### src/sv/wfc_pkg.sv
// Package for the waterfall colour mapper: widths, codes, palette breakpoints,
// and the command and status structs between the controller and the datapath.
// No dependencies.
`default_nettype none

package wfc_pkg;

  localparam int STORE_DEPTH   = 4096;
  localparam int FRACTION_BITS = 8;

  localparam int ADDR_W  = $clog2(STORE_DEPTH);
  localparam int IDX_W   = 12;
  localparam int SMP_W   = 17;
  localparam int PAN_W   = 12;
  localparam int LW_W    = 13;
  localparam int MODE_W  = 2;
  localparam int V_W     = SMP_W + 1;
  localparam int EW_W    = $clog2(STORE_DEPTH + 1);
  localparam int CMP_W   = (EW_W > LW_W) ? EW_W : LW_W;
  localparam int SUM_W   = 29;
  localparam int LIM_W   = 30;
  localparam int LOW_SUB = 5 << FRACTION_BITS;
  localparam int SPAN    = 55 << FRACTION_BITS;
  localparam int SPAN_W  = $clog2(SPAN + 1);
  localparam int RNG_W   = (SPAN_W > 17) ? SPAN_W : 17;
  localparam int QUO_W   = SUM_W;
  localparam int CNT_W   = $clog2(QUO_W + 1);
  localparam int FRAC_W  = 17;
  localparam int LP_W    = 17;
  localparam int CH_W    = 8;
  localparam int PIX_W   = 3 * CH_W;

  localparam int IN_DATA_W  = 32;
  localparam int OUT_DATA_W = 24;
  localparam int CFG_IDX_W  = 3;
  localparam int CFG_DATA_W = 17;

  typedef logic [CMP_W-1:0]  cmp_t;
  typedef logic [ADDR_W-1:0] addr_t;
  typedef logic [LIM_W-1:0]  lim_t;
  typedef logic [RNG_W-1:0]  rng_t;
  typedef logic [CNT_W-1:0]  cnt_t;
  typedef logic [FRAC_W-1:0] frac_t;

  localparam logic [SMP_W-1:0] MAN_LOW_RST  = SMP_W'(-35840);
  localparam logic [SMP_W-1:0] MAN_HIGH_RST = SMP_W'(-15360);
  localparam logic [LW_W-1:0]  LW_RST       = LW_W'(4096);

  localparam cmp_t  DEPTH_CMP  = cmp_t'(STORE_DEPTH);
  localparam cmp_t  ONE_CMP    = cmp_t'(1);
  localparam lim_t  LOW_SUB_L  = lim_t'(LOW_SUB);
  localparam lim_t  HIGH_ADD_L = lim_t'(SPAN - LOW_SUB);
  localparam cnt_t  MEAN_STEPS = cnt_t'(QUO_W);
  localparam cnt_t  FRAC_STEPS = cnt_t'(FRAC_W - 1);
  localparam frac_t ONE16      = frac_t'(65536);
  localparam logic [18:0] TOP_BASE = 19'h40000;

  // k/9 in Q0.16 for k = 2,3,4,5,7,8
  localparam frac_t PAL_BRK [0:5] = '{
    17'd14564, 17'd21845, 17'd29127, 17'd36409, 17'd50972, 17'd58254
  };

  typedef enum logic [MODE_W-1:0] {
    MODE_LOAD  = 2'd0,
    MODE_PIXEL = 2'd1,
    MODE_CLEAR = 2'd2
  } mode_t;

  typedef enum logic [CFG_IDX_W-1:0] {
    REG_AUTO_LEVEL   = 3'd0,
    REG_MANUAL_LOW   = 3'd1,
    REG_MANUAL_HIGH  = 3'd2,
    REG_LEVEL_OFFSET = 3'd3,
    REG_PAN_OFFSET   = 3'd4,
    REG_LINE_WIDTH   = 3'd5
  } cfg_reg_t;

  typedef enum logic [2:0] {
    CLIP_BLACK,
    CLIP_YELLOW,
    CLIP_ZERO,
    CLIP_FULL,
    CLIP_DIV
  } clip_t;

  typedef enum logic [2:0] {
    SEG_BLUE_UP,
    SEG_GREEN_UP,
    SEG_BLUE_DOWN,
    SEG_RED_UP,
    SEG_GREEN_DOWN,
    SEG_MAGENTA,
    SEG_WHITE
  } pal_seg_t;

  typedef enum logic [3:0] {
    ST_IDLE,
    ST_RDATA,
    ST_MEAN,
    ST_LIMIT,
    ST_CLIP,
    ST_FRAC,
    ST_PAL1,
    ST_PAL2,
    ST_PUSH
  } state_t;

  typedef struct packed {
    logic load;
    logic clear;
    logic mean_start;
    logic v_load;
    logic lim_load;
    logic clip_load;
    logic frac_start;
    logic f_take;
    logic pal_a;
    logic pal_b;
    logic out_load;
  } cmd_t;

  typedef struct packed {
    logic  auto_level;
    logic  div_busy;
    clip_t clip;
  } sts_t;

endpackage

`default_nettype wire

### src/sv/wfc_ctrl.sv
// Controller: sequences one request at a time through the datapath and owns
// the stream handshakes. Depends on wfc_pkg.
`default_nettype none

module wfc_ctrl (
  input  logic                       clk,
  input  logic                       rst_n,
  input  logic                       in_tvalid,
  output logic                       in_tready,
  input  logic [wfc_pkg::MODE_W-1:0] in_tuser,
  output logic                       out_tvalid,
  input  logic                       out_tready,
  output wfc_pkg::cmd_t              cmd,
  input  wfc_pkg::sts_t              sts
);

  wfc_pkg::state_t state_r, state_nxt;
  logic            out_valid_r, out_valid_nxt;

  always_ff @(posedge clk) begin
    if (!rst_n) begin
      state_r     <= wfc_pkg::ST_IDLE;
      out_valid_r <= 1'b0;
    end else begin
      state_r     <= state_nxt;
      out_valid_r <= out_valid_nxt;
    end
  end

  always_comb begin
    state_nxt     = state_r;
    cmd           = '0;
    in_tready     = 1'b0;
    out_valid_nxt = out_valid_r;
    if (out_valid_r && out_tready) begin
      out_valid_nxt = 1'b0;
    end
    case (state_r)
      wfc_pkg::ST_IDLE: begin
        in_tready = 1'b1;
        if (in_tvalid) begin
          case (wfc_pkg::mode_t'(in_tuser))
            wfc_pkg::MODE_LOAD:  cmd.load  = 1'b1;
            wfc_pkg::MODE_CLEAR: cmd.clear = 1'b1;
            wfc_pkg::MODE_PIXEL: begin
              cmd.mean_start = sts.auto_level;
              state_nxt      = wfc_pkg::ST_RDATA;
            end
            default: ;
          endcase
        end
      end
      wfc_pkg::ST_RDATA: begin
        cmd.v_load = 1'b1;
        state_nxt  = sts.auto_level ? wfc_pkg::ST_MEAN : wfc_pkg::ST_LIMIT;
      end
      wfc_pkg::ST_MEAN: begin
        if (!sts.div_busy) begin
          state_nxt = wfc_pkg::ST_LIMIT;
        end
      end
      wfc_pkg::ST_LIMIT: begin
        cmd.lim_load = 1'b1;
        state_nxt    = wfc_pkg::ST_CLIP;
      end
      wfc_pkg::ST_CLIP: begin
        cmd.clip_load = 1'b1;
        case (sts.clip)
          wfc_pkg::CLIP_ZERO, wfc_pkg::CLIP_FULL: state_nxt = wfc_pkg::ST_PAL1;
          wfc_pkg::CLIP_DIV: begin
            cmd.frac_start = 1'b1;
            state_nxt      = wfc_pkg::ST_FRAC;
          end
          default: state_nxt = wfc_pkg::ST_PUSH;
        endcase
      end
      wfc_pkg::ST_FRAC: begin
        if (!sts.div_busy) begin
          cmd.f_take = 1'b1;
          state_nxt  = wfc_pkg::ST_PAL1;
        end
      end
      wfc_pkg::ST_PAL1: begin
        cmd.pal_a = 1'b1;
        state_nxt = wfc_pkg::ST_PAL2;
      end
      wfc_pkg::ST_PAL2: begin
        cmd.pal_b = 1'b1;
        state_nxt = wfc_pkg::ST_PUSH;
      end
      wfc_pkg::ST_PUSH: begin
        if (!out_valid_r || out_tready) begin
          cmd.out_load  = 1'b1;
          out_valid_nxt = 1'b1;
          state_nxt     = wfc_pkg::ST_IDLE;
        end
      end
      default: state_nxt = wfc_pkg::ST_IDLE;
    endcase
  end

  assign out_tvalid = out_valid_r;

endmodule

`default_nettype wire

### config.mk
export PLATFORM = sky130hd
export DESIGN_NAME = wfc_ctrl
export DESIGN_NICKNAME = d
export VERILOG_FILES = /design/src/sv/wfc_pkg.sv /design/src/sv/wfc_ctrl.sv
export SDC_FILE = /design/constraint.sdc
export NUM_CORES = 1
export LEC_CHECK = 0
export ABC_AREA = 1
export BUFFER_PORTS_ARGS = -buffer_cell sky130_fd_sc_hd__buf_2
export CORE_AREA = 2 2 39 41
export DETAILED_ROUTE_END_ITERATION = 8
export DIE_AREA = 0 0 41 43
export GPL_TIMING_DRIVEN = 0
export PLACE_DENSITY_LB_ADDON = 0.3
export SKIP_LAST_GASP = 1
export SYNTH_ARGS = -nofsm -noshare
export SYNTH_HDL_FRONTEND = slang
export SYNTH_SLANG_ARGS = --single-unit
### constraint.sdc
create_clock -name clk -period 1.2 [get_ports clk]
set_input_delay 0 -clock clk [delete_from_list [all_inputs] [get_ports clk]]
set_output_delay 0 -clock clk [all_outputs]
set_load 0.005 [all_outputs]
* Yosys cells after proc, flatten, opt, wreduce, memory -nomap -nowiden
Index checks and enable logic that the tools add are counted.
** Storage, ports and cells
- Bits in registers :: 5
- Input bits :: 11
- Output and inout port bits :: 13
** Cells by class
- Equality and inequality tests :: 18
- Muxes and demuxes :: 27
- Reduce and logical (&&, ||, !) cells :: 7
** Operators by type and width (count)
- $pmux W4 S9 :: 1
- $mux W4 :: 5
- $mux W1 :: 17
- $eq A4 B3 Y1 const B :: 4
- $eq A4 B2 Y1 const B :: 2
- $ne A2 B2 Y1 const B :: 4
- $pmux W4 S2 :: 1
- $eq A3 B2 Y1 const B :: 2
- $mux W3 :: 2
- $reduce_and A5 Y1 :: 1
- $eq A4 B1 Y1 const B :: 1
- $eq A4 B4 Y1 const B :: 1
- $logic_not A4 Y1 :: 1
- $eq A3 B3 Y1 const B :: 1
- $eq A2 B1 Y1 const B :: 1
- $eq A2 B2 Y1 const B :: 1
- $logic_not A2 Y1 :: 1
- $mux W2 :: 1
- $ne A2 B1 Y1 const B :: 1
- $reduce_or A2 Y1 :: 1
- $logic_and A1 B1 Y1 :: 1
- $logic_not A1 Y1 :: 1
- $logic_or A1 B1 Y1 :: 1

* Depth between registers and ports, before layout
Gate-level depths: netlist of run 1.
- Depth after elaboration :: 4
- Gate-level depth with buffers :: 8

* Worst setup path before layout of run 1
Ideal clock, no wire load.
- Path kind :: reg-to-reg
- From :: register state_r[0]
- To :: register state_r[0]
- Arrival :: 965 ps
- Setup slack :: 119 ps
- Stages on the path, launching flop included :: 8
- Period minus slack after synthesis :: 1081 ps
- Path through :: dfxtp_1 buf_6 nor2_1 nand3_1 nor2_1 nor2_1 nand3_1 a21oi_1
** Between the ends
- Word-level cells in the longest chain between the ends :: 3
** Ends and longest elaborated chain
- from (decl) :: RTL line wfc_ctrl.sv:17 : wfc_pkg::state_t state_r, state_nxt;
- from (signal assigned) :: RTL line wfc_ctrl.sv:22 : state_r <= wfc_pkg::ST_IDLE;
- from (signal assigned) :: RTL line wfc_ctrl.sv:25 : state_r <= state_nxt;
- $eq A4 B4 Y1 (tied with other cells) :: RTL line wfc_ctrl.sv:38 : case (state_r)
- $ne A2 B2 Y1 (no line) / $ne A2 B1 Y1 (equally long branches)
- $reduce_and A5 Y1 (no line)
Several ways; a longest one is shown, not always the timed one.
A chain may end at the register's enable or synchronous reset.

==> metrics.txt, run 1 <==
Detailed Place HPWL=867 um; DRC errors left=0; Routed WL=1160 um; Pint=0.358 mW; top cell type by total area after synthesis=dfxtp_1; routed vias/inst=roughly 4.6; pin count of the biggest net entering global routing=9; GR Util All Layers=between 10% and 20%; initial cell density of the core=31.2%; worst-path maximum fanout=4; RSZ-0062 raised after global routing=true; via count=571; IO Port Bufs=23; CP peak stage delay=0.38 ns; Die ar.=1760 um^2; area of the multi-input gates=307 um^2; Post-synth top flop=dfxtp_1; CP max stage cell=dfxtp_2; Worst-Margin Slew=0.225 ns; CTS Buf Count=3; Worst Skew=0.00385 ns; Reg area=113 um^2; Setup violations, final=0; share of the synthesized area in the top cell type=23.2%; Post-synth top cells=15 x nor2_1, 13 x inv_1, 12 x nand2_1; post-synthesis register bit count=5; clock root buffer=clkbuf_4; max_cap viols=0; Die Height=43 um; PwrDens=749 nW/um^2; CP required=1.20 ns; Clock Path Buffers=2; CORE AREA=1380 um^2; share of post-route cells with drive strength above 1=about half; Mapped Cells=77; chip width=just over 40 um; Fmax=about 0.86 GHz; sequential cell area fraction in the yosys report=between 20% and 30%; DRT Pass-1 Iters=4; Worst Hold Class=primary input to flip-flop; initial antenna violation count=0; Post-synth EDFFs=0; Cell Chain, Critical Path=inv_1, nor2_2, nand3_1, nor2_1, buf_2; total grt overflow=0; cell family with most CP delay=flip-flops; synth top area cells=dfxtp_1 23%, nor2_1 13%, nand3_1 12%, inv_1 11%, nand2_1 10%; CTS sink cnt=5; Worst Setup End Kind=output pin; DRT iter0 DRCs=11; Fin Hold WS=0.0665 ns; Worst setup SP type=flip-flop; largest vdd supply drop=0.428 mV; number of nets in the layout=119; clk slew on worst S/H paths=approximately 0.04 ns; status=finished, final reports clean; CTS tree=done; top-count cell post-synth=nor2_1; cell row count=14; GPL Wtd Cong=a little under 0.8; Buffers & Inverters on Critical Path=2; Avg WL per Cell=9.44 um; Hold Fails Final Rpt=0; DRT antenna net count=0; Unique masters post-synth=15; P&R area growth vs syn=57.4%; Skew-Pair Late Insertion Delay=0.24 ns; synthesized area=~430 um^2; Filler Cell Count=145; fin crit period=1.16 ns; H-tree Lvls=1; fraction of registers with async set/reset=0%; max-slew violations=0; Yosys Warn Count=0; switch share=29.7%; diode count=0; global-route wire length before repair=1770 um; P_sw=between 0.15 and 0.2 mW; Syn Nets=88; Fin Setup TNS=0 ns; Power Total=between 0.5 and 0.6 mW; CP arrival=1.16 ns; Avg Inst Size Synth=roughly 5.6 um^2; Leak Pwr=0.370 nW; # IOs=24; logic gate share of total power=27.3%; Setup CP Type=flip-flop to output pin; clock network fraction of design power=37.0%; Worst slew margin=84.9%; Tcrit/Tclk final=96.6%; via count of the first global-routing pass=482; Seq pwr share=a little over a third
[power groups by stage]
stage | combinational (mW) | sequential, mW | clock (mW)
2_1_floorplan | 0.0778 | 0.178 | 0
3_3_place_gp | 0.119 | 0.178 | 0
3_5_place_dp | 0.121 | 0.178 | 0
4_1_cts | 0.134 | 0.176 | 0.200
5_1_grt | 0.158 | 0.183 | 0.202
6_report | 0.139 | 0.182 | 0.188
[layer usage]
metal,up-vias,routed length (um),global-route usage (%)
met4,0,23,10.0
li1,302,-,-
met1,240,447,15.8
met3,5,83,1.57
met5,-,0,0
met2,24,607,24.7
[kinds of logic after synthesis]
kind of cell,share of synthesized area (%)
simple gates,53.3
buf+inv,16.5
compound gates,6.96
flops,23.2
[tightest hold or removal path, stage by stage]
cell	delay (ns)
buf_2	0.07
nor2_1	0.04
inv_1	0.07
a21oi_1	0.06
[sequential cells by signal, indices dropped and copies added (netlist names)]
| register | flops |
|---|---|
| state_r | 4 |
| out_tvalid | 1 |
[timing repair]
| action | 4_1_cts | 5_1_grt |
|---|---|---|
| endpoints found under the setup margin | 6 | 12 |
| pin swaps | 0 | 5 |
| resized for setup | 5 | 17 |
| hold endpoints to repair | 1 | 0 |
| hold buffers | 1 | 0 |
| buffers inserted | 1 | 2 |
| cloned | 0 | 0 |
[through the flow]
stage | area (um^2) | util [%] | setup slack, ns | instances
4_1_cts | 627 | 45.3 | -0.0384 | 122
2_1_floorplan | 432 | - | 0.119 | 77
6_report | 679 | 49.1 | 0.0405 | 123
3_3_place_gp | 567 | 41.0 | -0.0496 | 116
5_1_grt | 679 | 49.1 | -0.0299 | 123
3_5_place_dp | 567 | 41.0 | -0.0315 | 116
[area by class of cell]
class                           count  area share (%)
Clock buffer                        4            3.87
Multi-Input combinational cell     55            45.1
Inverter                           16            9.21
Sequential cell                     5            16.6
Tap cell                           16            2.95
Timing Repair Buffer               27            22.3
[path summary, 6_finish.rpt]
check,start,to,slack [ns],cells past startpoint
setup / recovery,state_r[2],cmd[3],0.04,5
hold / removal,out_tready,out_tvalid,0.07,4
setup reg to reg,state_r[2],state_r[1],0.04,7
hold reg to reg,state_r[0],state_r[0],0.57,2
[cells in the final DEF, fill, tap and decap left out, drive strengths merged]
| master | count |
|---|---|
| o21ai | 2 |
| nand4 | 2 |
| buf | 26 |
| dlygate4sd3 | 1 |
| nor2 | 17 |
| clkbuf | 4 |
| inv | 16 |
| nand2 | 16 |
| nor4 | 3 |
| a21oi | 4 |
| nor3 | 1 |
| nand3 | 10 |
| dfxtp | 5 |
(Power assumes the default switching activity.)
==> run 2, diff against run 1 <==
--- a/config.mk
+++ b/config.mk
@@ -11,7 +11,7 @@
 export DETAILED_ROUTE_END_ITERATION = 8
 export DIE_AREA = 0 0 41 43
 export GPL_TIMING_DRIVEN = 0
-export PLACE_DENSITY_LB_ADDON = 0.3
+export PLACE_DENSITY = 0.71
 export SKIP_LAST_GASP = 1
 export SYNTH_ARGS = -nofsm -noshare
 export SYNTH_HDL_FRONTEND = slang
==> run 2 against run 1 <==
Cell count rose by 0.81%. Global-route usage fell by 1.1 points. Hold slack improved by 0.0045 ns. Count of clock-buffer cells in the layout did not move. Sequential cell count did not move. Sequential share of layout area fell by 0.55 points. Die area did not move. Power rose by 3.1%.
==> metrics.txt, run 2 (synthesized netlist as in run 1, its figures left out) <==
fin crit period=1.20 ns (+0.0381 ns); clock root buffer=clkbuf_4; # IOs=24 (unchanged); status=finished, final reports clean; Worst-Margin Slew=0.215 ns (-0.0102 ns); P&R area growth vs syn=57.4% (unchanged); DRC errors left=0 (unchanged); Hold Fails Final Rpt=0 (unchanged); Reg-to-Reg Start=state_r[0]; via count of the first global-routing pass=471 (-2.3%); CORE AREA=1380 um^2 (unchanged); Post-Layout Cell Count=124 (+0.81%); H-tree Lvls=1 (unchanged); Worst Skew=0.00418 ns (+0.000332 ns); Tcrit/Tclk final=99.8% (+3.2 points); initial cell density of the core=31.2% (unchanged); CTS sink cnt=5 (unchanged); placed insts=116 (unchanged); DRT Pass-1 Iters=4 (unchanged); worst hold start=sts[3]; CP max stage cell=dfxtp_1; routed vias/inst=4.66 (+0.41%); min setup slack post-route=0.00238 ns (-0.0381 ns); Setup CP Type=flip-flop to output pin; Skew-Pair Late Insertion Delay=0.24 ns (about the same); Crit. Startpoint=state_r[0]; cell row count=14 (unchanged); Leak Pwr=0.371 nW (+0.39%); diode count=0 (unchanged); share of post-route cells with drive strength above 1=48.1% (-0.45 points); Die Height=43 um (unchanged); via count=578 (+1.2%); initial antenna violation count=0 (unchanged); placement-stage worst setup slack=-0.00667 ns (+0.0248 ns); total grt overflow=0 (unchanged); largest vdd supply drop=0.434 mV (+1.4%); clk slew on worst S/H paths=0.05 ns (about the same); chip width=41 um (unchanged); GPL Wtd Cong=0.812 (+4.1%); Clock Path Buffers=2 (unchanged); Largest register FFs=4 (unchanged); GR Util All Layers=13.6% (-1.1 points); Avg WL per Cell=9.65 um (+2.3%); Placed Area=567 um^2 (unchanged); CTS Buf Count=3 (unchanged); Cell Chain, Critical Path=buf_6, nor2_4, nand2_4, inv_2, nand2_1, nor3_1, buf_2; RSZ-0062 raised after global routing=true; max_cap viols=0 (unchanged); Worst setup SP type=flip-flop; global-route wire length before repair=1700 um (-3.9%); Worst Setup End Kind=output pin; DRT iter0 DRCs=2 (-9); most frequent cells in the layout=23 x buf_2, 12 x nand2_1, 12 x inv_1; number of nets in the layout=120 (+0.84%); pin count of the biggest net entering global routing=9 (unchanged); Detailed Place HPWL=902 um (+4.1%); commonest non-fill, non-tap cell in the layout=buf_2; Power Total=0.524 mW (+3.1%); max-slew violations=0 (unchanged); design area=679 um^2 (unchanged); DRT antenna net count=0 (unchanged); CP peak stage delay=0.30 ns (-0.08 ns); Setup violations, final=0 (unchanged); CP arrival=1.20 ns (+0.04 ns); Worst Hold Class=primary input to flip-flop; worst-path maximum fanout=8 (+4); most flop-heavy register=state_r; Routed WL=1200 um (+3.1%); CP required=1.20 ns (about the same); CTS tree=done; Die ar.=1760 um^2 (unchanged); IO Port Bufs=23 (unchanged); PwrDens=772 nW/um^2 (+3.1%); Fmax=0.835 GHz (-3.2%); Worst slew margin=85.5% (+0.66 points)
[run 2: repair_timing]
item / CTS / global route
pin swaps: 1 / 3
setup buffers: 0 / 3
resized for setup: 6 / 13
endpoints found under the setup margin: 5 / 11
endpoints found under the hold margin: 0 / 1
hold buffers: 0 / 1
[run 2: metal layers]
metal  GRT usage [%]  wire length [um]  up-vias
li1                -                 -      305
met1            16.5               518      254
met2            23.4               628       19
met3            1.57                50        0
met4            4.00                 0        0
met5               0                 0        -
[run 2: report_power, final]
group / leakage, nW / total (mW) / switching, mW / internal, mW
Clock: 0.0150 / 0.194 / 0.0686 / 0.126
Combinational: 0.314 / 0.158 / 0.0846 / 0.0735
Sequential: 0.0426 / 0.172 / 0.00446 / 0.168
Total: 0.371 / 0.524 / 0.158 / 0.367
[run 2: layout make-up]
type	count	area, um^2
Buffer	1	11.3
Clock buffer	4	26.3
Fill cell	144	704
Inverter	16	60.1
Multi-Input combinational cell	55	305
Sequential cell	5	109
Tap cell	16	20.0
Timing Repair Buffer	27	148
[run 2: final timing paths]
| check | to | slack (ns) | depth (start not counted) |
|---|---|---|---|
| min reg2reg | state_r[2] | 0.58 | 2 |
| max reg2reg | state_r[1] | 0.01 | 7 |
| max | cmd[9] | 0.002 | 7 |
| min | state_r[0] | 0.07 | 3 |
[run 2: critical path: cells and delay by family (launching register included)]
kind	cells	cell delay, ns
and+or+nand+nor	4	0.34
DFF	1	0.30
buffers and inverters	3	0.32
[run 2: metrics by stage]
step	hold WS (ns)	utilization, %	setup TNS (ns)
final	0.0710	49.1	0
after global routing	0.0805	49.1	-0.421
after detailed placement	0.244	41.0	-0.00667
after CTS	0.00183	43.9	-0.0332
after floorplan	0.0311	-	0
after global placement	0.241	41.0	0
==> run 3, diff against run 2 <==
--- a/config.mk
+++ b/config.mk
@@ -8,6 +8,7 @@
 export ABC_AREA = 1
 export BUFFER_PORTS_ARGS = -buffer_cell sky130_fd_sc_hd__buf_2
 export CORE_AREA = 2 2 39 41
+export CTS_BUF_LIST = sky130_fd_sc_hd__clkbuf_8
 export DETAILED_ROUTE_END_ITERATION = 8
 export DIE_AREA = 0 0 41 43
 export GPL_TIMING_DRIVEN = 0
==> run 3 against run 2 <==
The run now ends with setup timing left. First-iteration DRC count grew to 8.0 times the previous value. Setup slack worse by 0.019 ns. Critical endpoint is now state_r[1]. Combinational power grew 3%. Global-route usage grew 2.2 points. Register-to-register slack worse by 0.03 ns.
==> metrics.txt, run 3 (synthesized netlist as in run 1, its figures left out) <==
Final Util=51.0% (+1.9 points); DRC errors left=0 (unchanged); Buffers & Inverters on Critical Path=1 (-2); switch share=28.5% (-1.5 points); placement-stage worst setup slack=-0.00667 ns (unchanged); CP arrival=1.37 ns (+0.17 ns); number of nets in the layout=121 (+0.83%); DRT Pass-1 Iters=4 (unchanged); Reg-to-Reg Start=state_r[0]; fin crit period=1.22 ns (+0.0187 ns); chip width=41 um (unchanged); clock network fraction of design power=48.0% (+11 points); R2R Path End=state_r[1]; max-slew violations=0 (unchanged); Die Height=43 um (unchanged); share of post-route cells with drive strength above 1=47.7% (-0.44 points); Avg WL per Cell=11.1 um (+15%); diode count=0 (unchanged); Worst Hold Class=primary input to flip-flop; cell family with most CP delay=simple AND/OR/NAND/NOR gates; clock root buffer=clkbuf_8; Power Total=0.648 mW (+24%); Post-Layout Cell Count=125 (+0.81%); pin count of the biggest net entering global routing=9 (unchanged); global-route wire length before repair=1850 um (+9.0%); P&R area growth vs syn=63.5%; min setup slack post-route=-0.0163 ns (-0.0187 ns); Setup CP Type=flip-flop to flip-flop; max_cap viols=0 (unchanged); failing checks=setup timing; via count=598 (+3.5%); reg2reg path depth=7 (unchanged); GPL Wtd Cong=0.812 (unchanged); GR Util All Layers=15.8% (+2.2 points); PwrDens=919 nW/um^2 (+19%); hold path endpoint=state_r[3]; CORE AREA=1380 um^2 (unchanged); Worst setup SP type=flip-flop; placed insts=116 (unchanged); Pint=0.463 mW (+26%); IO Port Bufs=23 (unchanged); # IOs=24 (unchanged); Worst-Margin Slew=0.225 ns (+0.0104 ns); CP peak stage delay=0.31 ns (about the same); Worst slew margin=84.8% (-0.68 points); via count of the first global-routing pass=476 (+1.1%); H-tree Lvls=1 (unchanged); total grt overflow=0 (unchanged); Reg area=106 um^2 (-2.3%); CTS tree=done; Crit. Startpoint=state_r[0]; Hold Fails Final Rpt=0 (unchanged); Tcrit/Tclk final=101% (+1.6 points); area of the multi-input gates=308 um^2 (+0.82%); Die ar.=1760 um^2 (unchanged); routed vias/inst=4.78 (+2.6%); CTS Buf Count=3 (unchanged); worst-path maximum fanout=7 (-1); Worst Setup End Kind=flip-flop; initial cell density of the core=31.2% (unchanged); cell row count=14 (unchanged); clk slew on worst S/H paths=0.04 ns (about the same); Largest register FFs=4 (unchanged); DRT iter0 DRCs=16 (+14); Clock Path Buffers=2 (unchanged); logic gate share of total power=25.0% (-5.1 points); Setup violations, final=1 (+1); Skew-Pair Late Insertion Delay=0.22 ns (-0.02 ns); status=finished, violations left; Crit path top cell by count=nand3_1; Cell Chain, Critical Path=buf_6, nor2_4, nand3_1, nor2_2, nor2_1, nand3_1, a21oi_2; Leak Pwr=0.392 nW (+5.6%); CTS sink cnt=5 (unchanged); r2r setup slk=-0.02 ns (-0.03 ns); Seq pwr share=27.0% (-5.8 points); most flop-heavy register=state_r; RSZ-0062 raised after global routing=true; Min-Delay Path Depth=3 (unchanged); commonest non-fill, non-tap cell in the layout=buf_2; CP max stage cell=dfxtp_1; Fin Setup TNS=-0.0163 ns (-0.0163 ns); worst hold start=rst_n; Fmax=0.822 GHz (-1.5%); Worst Skew=0.00313 ns (-0.00105 ns); Filler Cell Count=139 (-3.5%); initial antenna violation count=0 (unchanged); Detailed Place HPWL=902 um (unchanged); DRT antenna net count=0 (unchanged); largest vdd supply drop=0.501 mV (+15%); P_sw=0.185 mW (+17%); most frequent cells in the layout=23 x buf_2, 14 x inv_1, 12 x nand2_1; Routed WL=1390 um (+16%); CP required=1.35 ns (+0.15 ns)
run 3: changes by cell type in the layout (fill, tap and decap cells not counted), sizes merged:
| cell | change |
|---|---|
| clkbuf | -1 |
| inv | +1 |
| buf | +2 |
| dlygate4sd3 | -1 |
run 3: worst min-delay path: cells and delay by family:
family / cells / cell delay [ns]
AOI/OAI and AO/OA: 1 / 0.08
buffers and inverters: 2 / 0.14
run 3: worst max path at each step:
stage | cells past startpoint | end
2_1_floorplan | 7 | state_r[0]
3_3_place_gp | 7 | state_r[0]
3_5_place_dp | 7 | state_r[0]
4_1_cts | 6 | cmd[9]
5_1_grt | 7 | state_r[1]
6_report | 7 | state_r[1]
run 3: area by class of cell:
cell class | instances | share of cell area (%)
Inverter | 16 | 8.87
Clock buffer | 3 | 5.85
Timing Repair Buffer | 28 | 21.6
Buffer | 1 | 1.60
Sequential cell | 5 | 15.1
Clock inverter | 1 | 0.532
Multi-Input combinational cell | 55 | 43.6
Tap cell | 16 | 2.84
run 3: layer usage:
metal  routed length (um)  track usage [%]
met1                  553             18.8
met2                  728             24.4
met3                   78             3.14
met4                   30             10.0
met5                    0                0
run 3: power by group through the flow:
stage | sequential [mW] | combinational [mW] | clock (mW)
6_report | 0.175 | 0.162 | 0.311
5_1_grt | 0.176 | 0.176 | 0.341
4_1_cts | 0.176 | 0.124 | 0.317
3_5_place_dp | 0.178 | 0.122 | 0
3_3_place_gp | 0.178 | 0.119 | 0
2_1_floorplan | 0.178 | 0.0778 | 0
run 3: stage by stage:
step / hold slack [ns] / area [um^2]
after global placement: 0.241 / 567
after global routing: 0.0332 / 706
after detailed placement: 0.244 / 567
after CTS: 0.0136 / 621
after floorplan: 0.0311 / 432
final: 0.0199 / 706
run 3: repair_timing:
| action | 4_1_cts | 5_1_grt |
|---|---|---|
| pin swaps | 0 | 3 |
| resized for setup | 3 | 14 |
| endpoints found under the setup margin | 5 | 11 |
| setup buffers | 0 | 5 |
| hold buffers | 0 | 0 |
